--- config.mk ---
export PLATFORM = sky130hd
export DESIGN_NAME = wildcard_name_matcher
export DESIGN_NICKNAME = d
export VERILOG_FILES = /design/src/rtl/core/wnm_pkg.sv /design/src/rtl/core/wnm_cfg_regs.sv /design/src/rtl/core/wnm_nfa.sv /design/src/rtl/core/wildcard_name_matcher.sv
export SDC_FILE = /design/constraint.sdc
export NUM_CORES = 1
export LEC_CHECK = 0
export ABC_AREA = 1
export BUFFER_PORTS_ARGS = -buffer_cell sky130_fd_sc_hd__buf_2
export CORE_ASPECT_RATIO = 1.4
export CORE_UTILIZATION = 40
export DETAILED_ROUTE_END_ITERATION = 8
export PLACE_DENSITY = 0.7
export SLEW_MARGIN = 10
export SYNTH_ARGS = -nofsm -noshare
export SYNTH_HDL_FRONTEND = slang
export SYNTH_SLANG_ARGS = --single-unit
--- constraint.sdc ---
create_clock -name clk -period 7.5 [get_ports clk]
set_input_delay 1.125 -clock clk [delete_from_list [all_inputs] [get_ports clk]]
set_output_delay 1.125 -clock clk [all_outputs]
set_load 0.02 [all_outputs]
--- src/rtl/core/wnm_pkg.sv ---
// Shared types and constants of the wildcard name matcher.
// Used by the register block, the matching core and the top level; no dependencies.
package wnm_pkg;

  // Default number of pattern positions that the matcher tracks.
  localparam int MAX_PATTERN_CHARS_DEF = 32;

  // Pattern bytes that the register file can hold (four 64-bit words).
  localparam int PATTERN_CHARS = 32;
  localparam int PATTERN_BITS  = PATTERN_CHARS * 8;

  localparam int LEN_REG_W  = 6;
  localparam int CFG_DATA_W = 64;
  localparam int CFG_ADDR_W = 6;

  localparam logic [7:0] STAR_CHAR  = 8'h2A;
  localparam logic [7:0] QMARK_CHAR = 8'h3F;

  // Register index, taken from the 8-byte aligned configuration address.
  typedef enum logic [2:0] {
    REG_LENGTH  = 3'd0,
    REG_CHARS_0 = 3'd1,
    REG_CHARS_1 = 3'd2,
    REG_CHARS_2 = 3'd3,
    REG_CHARS_3 = 3'd4
  } reg_idx_t;

  // Current pattern as seen by the matching core.
  typedef struct packed {
    logic [LEN_REG_W-1:0]    length;
    logic [PATTERN_BITS-1:0] chars;
  } wnm_cfg_t;

endpackage

--- src/rtl/core/wnm_cfg_regs.sv ---
// Configuration registers of the wildcard name matcher: pattern length and pattern bytes.
// Register access over an APB-style port; depends on wnm_pkg.
module wnm_cfg_regs (
  input  logic                           clk,
  input  logic                           rst_n,
  input  logic                           psel,
  input  logic                           penable,
  input  logic                           pwrite,
  input  logic [wnm_pkg::CFG_ADDR_W-1:0] paddr,
  input  logic [wnm_pkg::CFG_DATA_W-1:0] pwdata,
  output logic [wnm_pkg::CFG_DATA_W-1:0] prdata,
  output logic                           pready,
  output wnm_pkg::wnm_cfg_t              cfg
);

  logic [wnm_pkg::LEN_REG_W-1:0]  length_r;
  logic [wnm_pkg::CFG_DATA_W-1:0] chars_r [4];
  wnm_pkg::reg_idx_t              reg_idx;
  logic                           wr_en;

  assign pready  = 1'b1;
  assign wr_en   = psel && penable && pwrite;
  assign reg_idx = wnm_pkg::reg_idx_t'(paddr[wnm_pkg::CFG_ADDR_W-1:3]);

  always_ff @(posedge clk) begin
    if (!rst_n) begin
      length_r   <= '0;
      chars_r[0] <= '0;
      chars_r[1] <= '0;
      chars_r[2] <= '0;
      chars_r[3] <= '0;
    end else if (wr_en) begin
      // Writes to addresses beyond the register list are dropped.
      unique case (reg_idx)
        wnm_pkg::REG_LENGTH:  length_r   <= pwdata[wnm_pkg::LEN_REG_W-1:0];
        wnm_pkg::REG_CHARS_0: chars_r[0] <= pwdata;
        wnm_pkg::REG_CHARS_1: chars_r[1] <= pwdata;
        wnm_pkg::REG_CHARS_2: chars_r[2] <= pwdata;
        wnm_pkg::REG_CHARS_3: chars_r[3] <= pwdata;
        default: ;
      endcase
    end
  end

  always_comb begin
    unique case (reg_idx)
      wnm_pkg::REG_LENGTH:  prdata = {{(wnm_pkg::CFG_DATA_W-wnm_pkg::LEN_REG_W){1'b0}}, length_r};
      wnm_pkg::REG_CHARS_0: prdata = chars_r[0];
      wnm_pkg::REG_CHARS_1: prdata = chars_r[1];
      wnm_pkg::REG_CHARS_2: prdata = chars_r[2];
      wnm_pkg::REG_CHARS_3: prdata = chars_r[3];
      default:              prdata = '0;
    endcase
  end

  assign cfg.length = length_r;
  assign cfg.chars  = {chars_r[3], chars_r[2], chars_r[1], chars_r[0]};

endmodule

--- src/rtl/core/wnm_nfa.sv ---
// Bit-parallel NFA of the wildcard matcher: holds the set of reached pattern positions
// and advances all of them by one name byte per step. Depends on wnm_pkg.
module wnm_nfa #(
  parameter int MAX_PATTERN_CHARS = wnm_pkg::MAX_PATTERN_CHARS_DEF
) (
  input  logic              clk,
  input  logic              rst_n,
  input  logic              step_valid,
  input  logic              step_last,
  input  logic [7:0]        step_char,
  input  wnm_pkg::wnm_cfg_t cfg,
  output logic              matched
);

  localparam int NP     = MAX_PATTERN_CHARS + 1;
  localparam int LEN_W  = $clog2(NP);
  localparam int CMP_W  = wnm_pkg::LEN_REG_W + 1;
  localparam logic [NP-1:0] START_SET = NP'(1);

  logic [NP-1:0]    state_r;
  logic [NP-1:0]    state_nxt;
  logic [NP-1:0]    star_m;
  logic [NP-1:0]    adv_m;
  logic [NP-1:0]    cur_set;
  logic [NP-1:0]    moved_set;
  logic [NP-1:0]    raw_set;
  logic [NP-1:0]    closed_set;
  logic [LEN_W-1:0] used_len;

  // A reached star also reaches the following position, and that chains through a run of
  // stars. The add carries from each reached star to the end of its run of stars.
  function automatic logic [NP-1:0] star_closure(input logic [NP-1:0] a,
                                                 input logic [NP-1:0] s);
    logic [NP:0] sum;
    sum = {1'b0, a & s} + {1'b0, s};
    star_closure = a | (sum[NP-1:0] ^ s);
  endfunction

  always_comb begin
    if ({1'b0, cfg.length} > CMP_W'(MAX_PATTERN_CHARS)) begin
      used_len = LEN_W'(MAX_PATTERN_CHARS);
    end else begin
      used_len = LEN_W'(cfg.length);
    end
  end

  for (genvar i = 0; i < MAX_PATTERN_CHARS; i++) begin : g_pos
    logic [7:0] pch;
    logic       in_use;
    if (i < wnm_pkg::PATTERN_CHARS) begin : g_reg
      assign pch = cfg.chars[8*i +: 8];
    end else begin : g_zero
      assign pch = 8'h00;
    end
    assign in_use   = LEN_W'(i) < used_len;
    assign star_m[i] = in_use && (pch == wnm_pkg::STAR_CHAR);
    assign adv_m[i]  = in_use && (pch != wnm_pkg::STAR_CHAR) &&
                       ((pch == wnm_pkg::QMARK_CHAR) || (pch == step_char));
  end
  assign star_m[MAX_PATTERN_CHARS] = 1'b0;
  assign adv_m[MAX_PATTERN_CHARS]  = 1'b0;

  // The closure is applied again before the step, since the pattern may change mid-name.
  assign cur_set    = star_closure(state_r, star_m);
  assign moved_set  = cur_set & adv_m;
  assign raw_set    = (cur_set & star_m) | {moved_set[NP-2:0], 1'b0};
  assign closed_set = star_closure(raw_set, star_m);
  assign matched    = (used_len == '0) || closed_set[used_len];

  always_comb begin
    state_nxt = state_r;
    if (step_valid) begin
      state_nxt = step_last ? START_SET : closed_set;
    end
  end

  always_ff @(posedge clk) begin
    if (!rst_n) begin
      state_r <= START_SET;
    end else begin
      state_r <= state_nxt;
    end
  end

endmodule

--- src/rtl/core/wildcard_name_matcher.sv ---
// Wildcard name matcher: one name byte per cycle, except that a name's last byte waits in the
// input register while the result register holds a result not yet taken. out_tvalid rises once
// that last byte has passed the input register and then the result register.
// The cycle is set by the position-set loop in wnm_nfa (two carry chains across the pattern
// width). Reset (rst_n low, synchronous) clears the valid flags of both pipeline registers,
// restarts the position set at position zero and zeroes the configuration registers.
module wildcard_name_matcher #(
  parameter int MAX_PATTERN_CHARS = wnm_pkg::MAX_PATTERN_CHARS_DEF
) (
  input  logic                           clk,
  input  logic                           rst_n,
  input  logic                           in_tvalid,
  output logic                           in_tready,
  input  logic [7:0]                     in_tdata,   // [7:0] name_char
  input  logic                           in_tlast,
  output logic                           out_tvalid,
  input  logic                           out_tready,
  output logic [7:0]                     out_tdata,  // [0] matched, [7:1] zero
  input  logic                           cfg_psel,
  input  logic                           cfg_penable,
  input  logic                           cfg_pwrite,
  input  logic [wnm_pkg::CFG_ADDR_W-1:0] cfg_paddr,
  input  logic [wnm_pkg::CFG_DATA_W-1:0] cfg_pwdata,
  output logic [wnm_pkg::CFG_DATA_W-1:0] cfg_prdata,
  output logic                           cfg_pready
);

  wnm_pkg::wnm_cfg_t cfg_w;

  logic       in_valid_r;
  logic       in_valid_nxt;
  logic [7:0] in_char_r;
  logic       in_last_r;
  logic       out_valid_r;
  logic       out_valid_nxt;
  logic       out_matched_r;
  logic       advance;
  logic       in_accept;
  logic       nfa_matched;

  wnm_cfg_regs u_cfg (
    .clk     (clk),
    .rst_n   (rst_n),
    .psel    (cfg_psel),
    .penable (cfg_penable),
    .pwrite  (cfg_pwrite),
    .paddr   (cfg_paddr),
    .pwdata  (cfg_pwdata),
    .prdata  (cfg_prdata),
    .pready  (cfg_pready),
    .cfg     (cfg_w)
  );

  wnm_nfa #(
    .MAX_PATTERN_CHARS (MAX_PATTERN_CHARS)
  ) u_nfa (
    .clk        (clk),
    .rst_n      (rst_n),
    .step_valid (advance),
    .step_last  (in_last_r),
    .step_char  (in_char_r),
    .cfg        (cfg_w),
    .matched    (nfa_matched)
  );

  // A byte that is not the last always moves on; the last byte needs room for its result.
  assign advance   = in_valid_r && (!in_last_r || !out_valid_r || out_tready);
  assign in_tready = !in_valid_r || advance;
  assign in_accept = in_tvalid && in_tready;

  always_comb begin
    in_valid_nxt = in_valid_r;
    if (in_accept) begin
      in_valid_nxt = 1'b1;
    end else if (advance) begin
      in_valid_nxt = 1'b0;
    end
  end

  always_comb begin
    out_valid_nxt = out_valid_r;
    if (advance && in_last_r) begin
      out_valid_nxt = 1'b1;
    end else if (out_tready) begin
      out_valid_nxt = 1'b0;
    end
  end

  always_ff @(posedge clk) begin
    if (!rst_n) begin
      in_valid_r  <= 1'b0;
      out_valid_r <= 1'b0;
    end else begin
      in_valid_r  <= in_valid_nxt;
      out_valid_r <= out_valid_nxt;
    end
  end

  always_ff @(posedge clk) begin
    if (in_accept) begin
      in_char_r <= in_tdata;
      in_last_r <= in_tlast;
    end
    if (advance && in_last_r) begin
      out_matched_r <= nfa_matched;
    end
  end

  assign out_tvalid = out_valid_r;
  assign out_tdata  = {7'b0, out_matched_r};

  // A result only ever comes from the last byte of a name.
  a_result_from_last: assert property (@(posedge clk) disable iff (!rst_n)
    $rose(out_valid_r) |-> $past(in_valid_r && in_last_r))
    else $error("result raised without a last byte in the input register");

  // A last byte waits in place while the previous result is not taken.
  a_last_held: assert property (@(posedge clk) disable iff (!rst_n)
    (in_valid_r && in_last_r && out_valid_r && !out_tready) |=>
    (in_valid_r && in_last_r && $stable(in_char_r)))
    else $error("last byte lost while the result register was full");

  // An empty pattern matches every name.
  a_empty_pattern: assert property (@(posedge clk) disable iff (!rst_n)
    (advance && in_last_r && (cfg_w.length == '0)) |=> (out_valid_r && out_matched_r))
    else $error("empty pattern did not report a match");

endmodule
==> run_results.csv, run 1 <==
group,metric,value,unit
layout,fin_area,26300,um^2
layout,drive_gt1_share,11.1,%
timing,clock.fmax,184,MHz
clocking,cts_setup_buffers,0,
run_status,status,"finished clean",
place,io_buffers,149,
power_and_ir_drop,comb_power_share,13.4,%
global_route,antenna_found_initial,3,
critical_path,cpPeakStageDelay,0.63,ns
floorplan,die_width,208,um
route,vias,24689,
clocking,clk-insertion-delay-late,0.57,ns
route,finalWirelength,98900,um
critical_path,end_kind,"flip-flop",
clocking,tritoncts,"done",
clocking,clock_sinks,306,
route,drc,0,
clocking,htreeDepth,2,
timing,hold_violations,0,
global_route,grt_pass1_vias,23792,
logic_synthesis,yosysWarnings,0,
critical_path,timing.rr.start,"u_cfg.length_r[5]",
logic_synthesis,ys_seq_area_share,37.1,%
power_and_ir_drop,power.density,165,nW/um^2
route,antenna_left,0,
logic_synthesis,synth_area_per_cell,6.93,um^2
power_and_ir_drop,p_sw,1.28,mW
logic_synthesis,syn_inst,3417,
critical_path,reg2reg_to,"out_matched_r",
layout,layout.nets,3611,
place,place_congestion,1.00,
place,pre_cts_ws,2.21,ns
floorplan,dieArea,60200,um^2
clocking,cts_root_buf,"clkbuf_16",
timing,post-route-period-util,72.6,%
clocking,cts_resized,0,
hold_path,hold_class,"reg -> reg",
power_and_ir_drop,power.leakage,11.4,nW
place,dpl_cell_area,25200,um^2
route,drt-wirelength-per-cell,23.0,um
timing,worst_pin_slew,1.14,ns
power_and_ir_drop,ir_drop,0.000186,V
layout,stdcell_count,4300,
timing,setup_tns,0,ns
critical_path,cp-start-kind,"flip-flop",
timing,setup_violations,0,
power_and_ir_drop,p_clk_share,39.8,%
timing,maxSlewViolCount,0,
logic_synthesis,synthArstFlopShare,0,%
route,drtPass1Iterations,6,
logic_synthesis,synth.area.top_cells,"edfxtp_1 (34%), nand2_1 (13%), nor2_1 (8.5%), inv_1 (7.1%), nand3_1 (5.3%)",
timing,fin_ws,2.06,ns
critical_path,rr_worst_depth,32,
hold_path,hold_start,"u_nfa.state_r[4]",
timing,finalCriticalPeriod,5.44,ns
route,drt_iter0_drc,2424,
power_and_ir_drop,sw_frac_of_total,29.5,%
global_route,grt-ovfl-total,0,
floorplan,core_area,58600,um^2
timing,rsz0062_at_grt,"no",
clocking,cts_buffers,35,
critical_path,worst-r2r-setup-slack,2.06,ns
power_and_ir_drop,p_seq_share,46.7,%
logic_synthesis,ys.flop_type,"edfxtp_1",
layout,final_cell_mix,"nand2_1 (845), nor2_1 (535), inv_1 (447)",
logic_synthesis,synth_top_area_share,33.7,%
global_route,grt_max_degree,61,
logic_synthesis,ys_ff_latch,306,
clocking,path_clk_slew,0.06,ns
floorplan,pin_count,161,
layout,fill_cells,6134,
logic_synthesis,yosys.area.top_type,"edfxtp_1",
layout,area_growth,11.0,%
global_route,grt_use_total,32.3,%
logic_synthesis,synth_edf_count,266,
logic_synthesis,netlist_area,23700,um^2
floorplan,die_h,290,um
floorplan,start_util,40.4,%
hold_path,min_path_cells,2,
critical_path,cp_common_cell,"nand2_1",
critical_path,worstPathMaxFanout,14,
hold_path,holdPathEnd,"u_nfa.state_r[4]",
layout,final_common_cell,"nand2_1",
power_and_ir_drop,p_int,3.06,mW
critical_path,cpMaxStageDelayCell,"nand2_1",
place,dp.final_hpwl,74600,um
global_route,grt_pass1_wl,146000,um
clocking,cts_buffer_depth,3,
place,dp.cells,4235,
floorplan,row_count,105,
timing,skew,0.0275,ns
critical_path,crit_required,7.75,ns
critical_path,crit_arrival,5.70,ns
critical_path,criticalPathCategory,"reg -> reg",
run,maxCapViolations,0,
clocking,cts_hold_buf,0,
route,viasPerCell,5.74,
logic_synthesis,ys_types,69,
timing,maxSlewHeadroom,24.0,%
==> critical path, delay by kind of cell, from the launching register on <==
kind                       cells  cell delay, ns
adders and majority gates      1            0.18
and+or+nand+nor               25            3.19
buffers and inverters          2            0.32
AOI/OAI and AO/OA              4            0.95
DFF                            1            0.51
==> synthesized netlist by cell type, types with 42 or more instances <==
library cell,n
a21oi_1,110
a221o_1,42
clkbuf_1,71
edfxtp_1,266
inv_1,447
nand2_1,846
nand3_1,253
nand4_1,129
nor2_1,536
nor3_1,71
o21ai_0,62
o22ai_1,45
xnor2_1,90
xor2_1,52
==> sequential cells by signal, indices dropped and copies added, names as in the netlist <==
register and cells:
in_char_r 8, in_last_r 1, out_matched_r 1, u_cfg.length_r 6, u_nfa.state_r 32, out_tvalid 1
u_cfg.chars_r 256, in_valid_r 1
==> logic make-up (layout without fill, tap and decap cells) <==
group	count (synthesis)	count (layout)	share of synthesized area, %
xor+xnor	142	142	5.25
fa+ha+maj	2	2	0.106
compound gates	375	375	10.4
buf+inv	599	725	9.90
other cells	2	10	0.0317
simple gates	1991	1991	37.2
flops	306	306	37.1
==> worst max path at each step <==
stage	endpoint	startpoint	slack, ns	cells past startpoint
after detailed placement	out_matched_r	u_cfg.length_r[5]	2.21	32
after global placement	out_matched_r	u_cfg.length_r[5]	2.19	37
after floorplan	u_cfg.chars_r[2][0]	cfg_paddr[5]	0.27	5
after CTS	out_matched_r	u_cfg.length_r[5]	2.19	32
after global routing	out_matched_r	u_cfg.length_r[5]	1.72	35
final	out_matched_r	u_cfg.length_r[5]	2.06	32
==> final cells by class <==
class | count | area, um^2 | share of cell area [%]
inverter | 483 | 1820 | 6.92
multi-input combinational | 2518 | 12700 | 48.2
clock inverter | 22 | 195 | 0.742
timing repair buffer | 179 | 983 | 3.74
clock buffer | 41 | 908 | 3.45
sequential | 306 | 8790 | 33.4
tap | 749 | 937 | 3.56
antenna | 2 | 5.00 | 0.0190
==> power groups by stage <==
stage	Clock, mW	Sequential [mW]	Combinational [mW]
after floorplan	0	2.04	0.370
after global placement	0	2.06	0.567
after detailed placement	0	2.06	0.572
after CTS	1.74	2.03	0.575
after global routing	1.79	2.04	0.620
final	1.73	2.03	0.583
==> through the flow <==
step                hold WS (ns)  utilization, %  power (mW)
finish                     0.467            44.9        4.34
global route               0.492            44.9        4.45
CTS                        0.469            44.9        4.34
detailed placement         0.459            43.0        2.64
global placement           0.453            43.0        2.63
floorplan                  0.445               -        2.41
==> routing by layer <==
layer | GRT usage [%] | vias to the layer above | wire [um]
li1 | - | 11524 | -
met1 | 36.5 | 11497 | 35600
met2 | 52.9 | 1265 | 45500
met3 | 6.02 | 399 | 8710
met4 | 26.8 | 4 | 9120
met5 | 0 | - | 27
(Power assumes the default switching activity.)
==> run 2, diff against run 1 <==
ABC_AREA = 0   (was 1)
PLACE_DENSITY = 0.68   (was 0.7)
clock period = 5.2 ns   (was 7.5 ns; I/O delays follow)
==> run_results.csv, run 2 <==
group,metric,value,unit
layout,final_util,52.5,%
layout,final_cell_mix,"buf_4 (462), and2_1 (280), edfxtp_1 (266)",
power_and_ir_drop,ir_drop,0.000246,V
logic_synthesis,ys_ff_latch,306,
logic_synthesis,ys.flop_type,"edfxtp_1",
critical_path,crit_arrival,5.53,ns
place,dpl_cell_area,27500,um^2
clocking,cts_buffers,35,
timing,worst_pin_slew,1.09,ns
route,drt-wirelength-per-cell,26.2,um
layout,fin_area,29200,um^2
critical_path,end_kind,"flip-flop",
logic_synthesis,yosys.area.top_type,"edfxtp_1",
clocking,cts_root_buf,"clkbuf_16",
place,io_buffers,149,
timing,fin_ws,-0.0350,ns
logic_synthesis,syn_inst,2484,
timing,skew,0.0308,ns
layout,largest_reg_flops,256,
timing,setup_tns,-0.0350,ns
route,viasPerCell,6.12,
global_route,grt_pass1_wl,145000,um
run_status,status,"finished with violations",
timing,clock.fmax,191,MHz
logic_synthesis,synthArstFlopShare,0,%
critical_path,cpPeakStageDelay,0.40,ns
floorplan,start_util,40.7,%
route,antenna_left,0,
route,top_layer,"met5",
timing,post-route-period-util,101,%
route,drc,0,
timing,rsz0062_at_grt,"yes",
floorplan,core_area,55600,um^2
clocking,tritoncts,"done",
timing,maxSlewViolCount,0,
timing,finalCriticalPeriod,5.24,ns
logic_synthesis,yosysWarnings,0,
floorplan,dieArea,57500,um^2
logic_synthesis,synth_top_area_share,35.3,%
clocking,clk-insertion-delay-late,0.56,ns
floorplan,row_count,102,
timing,setup_violations,1,
clocking,cts_buffer_depth,3,
hold_path,hold_class,"in -> reg",
place,place_congestion,1.00,
layout,top_regs,"u_cfg.chars_r x256, u_nfa.state_r x32, in_char_r x8",
critical_path,critPathTopFamily,"compound AO/OA/AOI/OAI gates",
run,maxCapViolations,0,
timing,timing.hold.ws,0.395,ns
logic_synthesis,synth_area_per_cell,9.11,um^2
global_route,grt_max_degree,65,
route,dr_wl_met3,6800,um
floorplan,die_width,203,um
floorplan,pin_count,161,
route,drt_iter0_drc,2166,
critical_path,cpMaxStageDelayCell,"or3_4",
global_route,grt_pass1_vias,23014,
logic_synthesis,synth_most_common_cell,"and2_1",
layout,area_growth,29.2,%
route,drtPass1Iterations,6,
logic_synthesis,netlist_area,22600,um^2
power_and_ir_drop,finalPower,6.48,mW
layout,stdcell_count,3765,
route,finalWirelength,98600,um
layout,layout.nets,3098,
critical_path,cp-start-kind,"flip-flop",
critical_path,criticalPathCategory,"reg -> reg",
layout,regMostFlops,"u_cfg.chars_r",
clocking,clock_sinks,306,
logic_synthesis,synth.area.top_cells,"edfxtp_1 (35%), xnor2_1 (8.7%), and2_1 (7.8%), a22oi_1 (4.3%), dfxtp_1 (3.5%)",
global_route,antenna_found_initial,7,
route,wl_met1,37500,um
route,vias,23035,
layout,diodes,0,
layout,drive_gt1_share,26.7,%
logic_synthesis,ys_types,114,
place,dp.final_hpwl,75600,um
timing,hold_violations,0,
global_route,grt-ovfl-total,0,
power_and_ir_drop,power.leakage,11.0,nW
critical_path,crit_required,5.49,ns
global_route,grt_use_total,33.6,%
place,pre_cts_ws,-0.474,ns
logic_synthesis,synth_common_cells,"and2_1 (281), edfxtp_1 (266), xnor2_1 (224)",
floorplan,die_h,283,um
clocking,path_clk_slew,0.06,ns
critical_path,worstPathMaxFanout,5,
power_and_ir_drop,power.density,222,nW/um^2
timing,maxSlewHeadroom,27.5,%
logic_synthesis,ys_seq_area_share,38.8,%
clocking,htreeDepth,2,
route,route.met2.wl,48400,um
layout,final_common_cell,"buf_4",
place,dp.cells,3688,
critical_path,cp_common_cell,"buf_4",
clocking,cts_hold_buf,0,
critical_path,crit_chain,"or3_4 > o311a_1 > nand2_1 > nor2_1 > ha_2 > or2_4 > buf_4 > a31oi_4 > nor2_1 > a2111oi_2 > buf_4 > o31ai_1 > a22o_1 > a41o_1 > o31ai_4 > buf_4 > o221ai_2 > nor3_4 > o21ai_2 > a21boi_2 > a41oi_2 > a31o_1",
critical_path,crit_buf_inv,3,
run_status,violations,"negative setup slack",
logic_synthesis,synth_edf_count,266,
==> run 2: cell types whose count changed in the layout (fill, tap and decap cells not counted), moves of 29 or more <==
| cell | change |
|---|---|
| nand2_1 | -647 |
| buf_4 | +433 |
| inv_1 | -404 |
| nor2_1 | -368 |
| and2_1 | +276 |
| nand3_1 | -211 |
| xnor2_1 | +134 |
| a22oi_1 | +125 |
| a221o_1 | -40 |
| nand4_1 | -39 |
| nor2b_1 | +35 |
| a21oi_1 | -29 |
| nand3_2 | -29 |
==> run 2: report_power, final <==
group | leakage (nW) | switching, mW | internal [mW]
sequential | 2.86 | 0.151 | 2.79
clock | 0.582 | 1.09 | 1.58
combinational | 7.60 | 0.514 | 0.355
==> run 2: what timing repair did <==
item                                    4_1_cts  5_1_grt
endpoints found under the setup margin        6        5
resized for setup                            44       45
setup buffers                                 6        9
pin swaps                                    15       20
==> run 2: layout make-up <==
type,count,area (um^2)
clock buffers,44,931
fillers,5174,26400
clock inverters,20,273
multi-input cells,1994,13600
repair buffers,630,4570
flip-flops and latches,306,8790
inverters,43,161
well taps,728,911
==> run 2: per-layer routing <==
metal | vias up | global-route usage (%)
li1 | 10345 | -
met1 | 11243 | 40.5
met2 | 1130 | 57.8
met3 | 305 | 4.50
met4 | 12 | 18.0
met5 | - | 0
==> run 2: logic make-up after synthesis <==
family	after synthesis	share of synthesized area (%)
XOR/XNOR	256	9.91
flip-flops	306	38.8
AO/OA/AOI/OAI	596	19.2
AND/OR/NAND/NOR	1113	27.5
buffers and inverters	190	3.51
other	2	0.0332
multiplexers	19	0.957
adder cells (fa/ha/maj)	2	0.111
==> run 2: worst paths after layout <==
kind,start,endpoint,slack (ns),cells past startpoint
hold reg to reg,u_nfa.state_r[0],u_nfa.state_r[0],0.52,2
setup reg to reg,u_cfg.length_r[3],out_matched_r,-0.04,22
setup / recovery,u_cfg.length_r[3],out_matched_r,-0.04,22
hold / removal,in_tdata[4],in_char_r[4],0.39,1
==> run 2: worst register-to-register path: cells and delay by family, from the launching register on <==
family,cells,cell delay [ns]
and+or+nand+nor,6,1.20
buffers and inverters,3,0.52
AOI/OAI and AO/OA,12,2.78
adders and majority gates,1,0.16
DFF,1,0.32
